--- config.mk ---
export PLATFORM = sky130hd
export DESIGN_NAME = scot_sq
export DESIGN_NICKNAME = d
export VERILOG_FILES = /design/src/scot_pkg.sv /design/src/scot_sq.sv
export SDC_FILE = /design/constraint.sdc
export NUM_CORES = 2
export LEC_CHECK = 0
export BUFFER_PORTS_ARGS = -buffer_cell sky130_fd_sc_hd__buf_2
export CAP_MARGIN = 20
export CORE_MARGIN = 4
export CORE_UTILIZATION = 60
export CTS_CLUSTER_DIAMETER = 120
export CTS_CLUSTER_SIZE = 30
export DETAILED_ROUTE_END_ITERATION = 10
export PLACE_DENSITY = 0.76
export SYNTH_ARGS = -nofsm -noshare
export SYNTH_HDL_FRONTEND = slang
export SYNTH_SLANG_ARGS = --single-unit
--- constraint.sdc ---
create_clock -name clk -period 8.91 [get_ports clk]
set_input_delay 0.4455 -clock clk [delete_from_list [all_inputs] [get_ports clk]]
set_output_delay 0.4455 -clock clk [all_outputs]
set_load 0.02 [all_outputs]
--- src/scot_pkg.sv ---
// shared types and constants for the sphere overlap test pipeline
// no dependencies; imported by scot_sq and sphere_collider_overlap_test_unit
package scot_pkg;

    localparam int COORD_BITS_DEF = 20;
    localparam int ROT_BITS_DEF   = 18;

    // fixed field widths of the item
    localparam int RADIUS_BITS  = 20;
    localparam int SCALE_BITS   = 16;
    localparam int VEC_BITS     = 60;
    localparam int ROT_ROW_BITS = 54;

    // default width of a squared operand (oriented box distance)
    localparam int SQ_BITS_DEF = COORD_BITS_DEF + ROT_BITS_DEF + 2;

    typedef enum logic [1:0] {
        CMD_AXIS_BOX     = 2'd0,
        CMD_ORIENTED_BOX = 2'd1,
        CMD_SPHERE       = 2'd2,
        CMD_NONE         = 2'd3
    } cmd_t;

    // stage advance controls handed to a split squarer
    typedef struct packed {
        logic adv_a;
        logic adv_b;
    } sq_ctl_t;

endpackage

--- src/scot_sq.sv ---
// two-stage split squarer: partial products, then recombination
// depends on scot_pkg
module scot_sq
    import scot_pkg::*;
#(
    parameter int W = SQ_BITS_DEF
)
(
    input  logic             clk,
    input  sq_ctl_t          ctl,
    input  logic [W-1:0]     a,
    output logic [2*W-1:0]   sq
);

    localparam int L   = (W + 1) / 2;
    localparam int HW  = W - L;
    localparam int PLW = 2 * L;
    localparam int PHW = 2 * HW;
    localparam int SW  = 2 * W;

    logic [L-1:0]   lo;
    logic [HW-1:0]  hi;
    logic [PLW-1:0] pll_reg, pll_next;
    logic [W-1:0]   plh_reg, plh_next;
    logic [PHW-1:0] phh_reg, phh_next;
    logic [SW-1:0]  sq_reg, sq_next;

    always_comb
    begin
        lo       = a[L-1:0];
        hi       = a[W-1:L];
        pll_next = PLW'(lo) * PLW'(lo);
        plh_next = W'(lo) * W'(hi);
        phh_next = PHW'(hi) * PHW'(hi);
        // cross term appears twice, hence one extra bit of shift
        sq_next  = (SW'(phh_reg) << (2 * L)) + (SW'(plh_reg) << (L + 1)) + SW'(pll_reg);
    end

    always_ff @(posedge clk)
    begin
        if (ctl.adv_a)
        begin
            pll_reg <= pll_next;
            plh_reg <= plh_next;
            phh_reg <= phh_next;
        end
        if (ctl.adv_b)
        begin
            sq_reg <= sq_next;
        end
    end

    assign sq = sq_reg;

endmodule
**Word level (Yosys, flattened, before mapping)**

Cells that the tools add are included.

- Logic and storage cells: 9
- Input bits: 43
- Output and inout port bits: 80
- Bits in registers: 200

- Add/sub/neg operators: 2
- $mul: 3

Operator list:

| kind | count |
|---|---|
| $mul 20x20->40 | 3 |
| $add 80x40->80 | 1 |
| $add 80x61->80 | 1 |

**Logic depth before layout (Yosys ltp)**

- Depth after elaboration: 2
- Mapped depth: 29
- Mapped depth without buffers: 27

**Least setup slack after synthesis**

No wires, ideal clock.

- Kind: input to register
- Start: in a[3]
- End: reg pll_reg[39], data pin
- Arrival: 7.043 ns
- Path buffers: 3
- Setup slack: 1.606 ns
- Cell stages on the path: 27
- Setup time: 0.261 ns
- Required time: 8.649 ns
- Cell sequence: clkbuf_1 > clkbuf_1 > nand2_1 > fa_1 > inv_1 > fa_1 > inv_1 > fa_1 > inv_1 > fa_1 > fa_1 > fa_1 > inv_1 > fa_1 > inv_1 > ha_1 > buf_6 > a21o_2 > a21oi_2 > a211o_1 > a31oi_2 > o2111ai_2 > a21boi_2 > a21oi_2 > o31a_1 > o211a_1 > a311o_1

- Longest elaborated chain between the ends: 1

RTL lines:

| item | line | text |
|---|---|---|
| start, declared | scot_sq.sv:11 | `input logic [W-1:0] a,` |
| $mul 20x20->40 | scot_sq.sv:32 | `pll_next = PLW'(lo) * PLW'(lo);` |
| via pll_next[39] | scot_sq.sv:23 | `logic [PLW-1:0] pll_reg, pll_next;` |
| end signal, assigned | scot_sq.sv:43 | `pll_reg <= pll_next;` |
| end, declared | scot_sq.sv:23 |  |

The timed path passes the listed nets, and every way through them passes these cells.
A chain may end at the register's enable or synchronous reset.

**Worst setup path after layout**

- Start: in a[25]
- End: reg plh_reg[38], data pin

- Longest elaborated chain between the ends: 1

RTL lines:

| item | line | text |
|---|---|---|
| $mul 20x20->40 | scot_sq.sv:33 | `plh_next = W'(lo) * W'(hi);` |
| via plh_next[38] | scot_sq.sv:24 | `logic [W-1:0] plh_reg, plh_next;` |
| end signal, assigned | scot_sq.sv:44 | `plh_reg <= plh_next;` |
| end, declared | scot_sq.sv:24 |  |

The timed path passes the listed nets, and every way through them passes these cells.

==> summary.md <==
| Metric | Value |
|---|---|
| Router iterations before antenna repair | `5` |
| Most common cell after layout, fill and taps aside | `inv_1` |
| Final wirelength | `104,000 um` |
| FFs w/ async S/R, synth | `0%` |
| Vias/cell | `5.55` |
| DRT iter0 DRCs | `1,969` |
| Yosys warning count | `0` |
| H-tree level count | `4` |
| Maximum root-to-sink buffer count | `2` |
| Largest net degree at the start of global routing | `73` |
| Syn avg cell area | `9.71 um^2` |
| Antenna violations before repair | `4` |
| Mapped Nets | `6,006` |
| WHS Path Cells | `1` |
| Setup TNS | `0 ns` |
| Post-synthesis register bit count | `197` |
| Clock buffers created by TritonCTS | `17` |
| Required time of the critical path | `9.17 ns` |
| Hpwl dp | `82,900 um` |
| CTS tree | `built` |
| Relative slew slack | `32.4%` |
| Share of layout cells above drive strength 1 | `5.15%` |
| Total grt overflow | `0` |
| Path depth of the worst reg2reg path | `10` |
| Worst setup path startpoint | `a[25]` |
| GRT Overall Usage | `28.0%` |
| Seq/Total Area, Yosys | `13.3%` |
| First-pass GRT wire length | `173,000 um` |
| Final Instance Area | `46,600 um^2` |
| Max reg flops | `79` |
| Residual DRC | `0` |
| Post-CTS Setup Bufs | `0` |
| Filler cell count | `5,833` |
| Fmax | `129 MHz` |
| Tmin final | `7.76 ns` |
| Area of the core | `73,300 um^2` |
| Clock Skews | `0.0167 ns` |
| Final hold violations | `0` |
| # rows | `99` |
| Worst-Margin Slew | `1.01 ns` |
| # IOs | `123` |
| Fin. max-slew vios | `0` |
| Top FF cell, synth | `edfxtp_1` |
| Setup violators final | `0` |
| Final Wtd Congestion | `0.923` |
| Multi-input gate area | `33,800 um^2` |
| Clock sink total | `197` |
| Sequential cell area | `5920 um^2` |
| Post-synth EDFFs | `197` |
| Die Ht | `281 um` |
| Max-cap violation count | `0` |
| Worst r2r dst | `sq[78]$_DFFE_PP_` |
| Hold WC Path Type | `in2reg` |
| Critical Path End | `plh_reg[38]$_DFFE_PP_` |
| Synthesis-to-layout area growth | `4.58%` |
| Most frequent cells in the layout | `inv_1 (1,091), fa_1 (880), nand2_1 (491)` |
| Internal reg-to-reg setup slack | `4.54 ns` |
| CTS root buf | `clkbuf_16` |
| CP endpoint kind | `flop` |
| CP startpoint kind | `primary input` |
| DRT antenna net count | `0` |
| Hold buffers post-CTS | `0` |
| WP data arrival | `8.02 ns` |
| DIE WIDTH | `281 um` |
| Cells after synthesis | `4,594` |
| WL per Instance | `18.6 um` |
| Clock-pin slew on the worst setup and hold paths | `0.08 ns` |
| Number of buffers added on ports | `121` |
| Vias in the first global route | `33,900` |
| Via count | `30,900` |
| Period utilization | `87.1%` |
| Netlist cell types | `79` |
| Initial Util | `60.8%` |
| CP Max Fanout | `25` |
| Clk Latency, worst-skew pair | `0.51 ns` |
| RSZ-0062 raised after global routing | `no` |
| Placed cell areas | `46,000 um^2` |
| Yosys top cell area share | `39.5%` |
| CP max stage delay | `0.52 ns` |
| Area contributors post-synth | `fa_1 (40%), ha_1 (14%), edfxtp_1 (13%)` |
| Yosys top cell by area | `fa_1` |
| Slowest cell on the critical path | `buf_2` |
| Top cell by count, worst path | `fa_1` |
| Final hold slack | `0.389 ns` |
| Nets | `6,002` |
| Die Area | `78,700 um^2` |
| Resize count post-CTS | `0` |
| Mapped cell area | `44,600 um^2` |
| Status | `completed` |
| CP Class | `in2reg` |
| Start of the worst register-to-register path | `plh_reg[25]$_DFFE_PP_` |
cells in the mapped netlist (11+ instances only):
library cell	count
inv_1	1091
fa_1	880
nand2_1	491
ha_1	489
and2_1	355
edfxtp_1	197
clkbuf_1	179
a21oi_1	145
xnor2_1	129
nor2_1	98
a21o_1	93
xor2_1	64
o21ai_0	53
nand4_1	32
nand3_1	30
and3_1	21
nor2b_1	21
o21bai_1	21
nor3_1	17
o21a_1	16
nand2b_1	15
a31oi_1	11
o31ai_1	11
per-stage QoR:
stage	std cells	worst slack, ns	utilization [%]
after floorplan	4594	1.61	-
final	5564	1.15	63.6
after CTS	5562	1.24	63.6
after global placement	5530	0.861	62.7
after global routing	5562	0.900	63.6
after detailed placement	5530	0.731	62.7
layer usage:
metal	vias to the layer above	global-route usage (%)	wire length [um]
met4	0	8.61	2960
met1	15500	37.1	42300
met5	-	0	0
met3	184	6.94	9450
met2	1128	46.2	49000
li1	14000	-	-
worst max-delay path: cells and delay by family:
kind                       cells  cell delay [ns]
adders and majority gates      8             3.73
AOI/OAI and AO/OA              6             1.68
buffers and inverters          6             1.19
and+or+nand+nor                4             0.81
xor gates and xnor gates       1             0.13
final cells by class:
class	count	area share, %
clock inverter	15	0.394
multi-input combinational	3114	72.6
inverter	1091	8.78
antenna	2	0.0107
timing repair buffer	169	2.08
sequential	197	12.7
tap	959	2.57
clock buffer	17	0.912
worst min path at each step:
| stage | from | endpoint | slack (ns) |
|---|---|---|---|
| 3_5_place_dp | pll_reg[10]$_DFFE_PP_ | sq[10]$_DFFE_PP_ | 0.40 |
| 3_3_place_gp | pll_reg[19]$_DFFE_PP_ | sq[19]$_DFFE_PP_ | 0.40 |
| 2_1_floorplan | pll_reg[0]$_DFFE_PP_ | sq[0]$_DFFE_PP_ | 0.40 |
| 5_1_grt | ctl[0] | sq[19]$_DFFE_PP_ | 0.39 |
| 6_report | ctl[0] | sq[19]$_DFFE_PP_ | 0.39 |
| 4_1_cts | ctl[0] | sq[19]$_DFFE_PP_ | 0.36 |
logic make-up (layout without fill, tap and decap cells):
kind of cell	count (synthesis)	count (layout)	synth area share (%)
buffers and inverters	1283	1292	10.9
DFF	197	197	13.3
and+or+nand+nor	1102	1102	12.1
other	1	3	0.00841
xor gates and xnor gates	193	193	3.79
adders and majority gates	1369	1369	53.2
AOI/OAI and AO/OA	447	447	6.71
muxes	2	2	0.0505
Power is not shown: default switching activity piles up to over one toggle a cycle in this logic, so the estimate is an artifact.
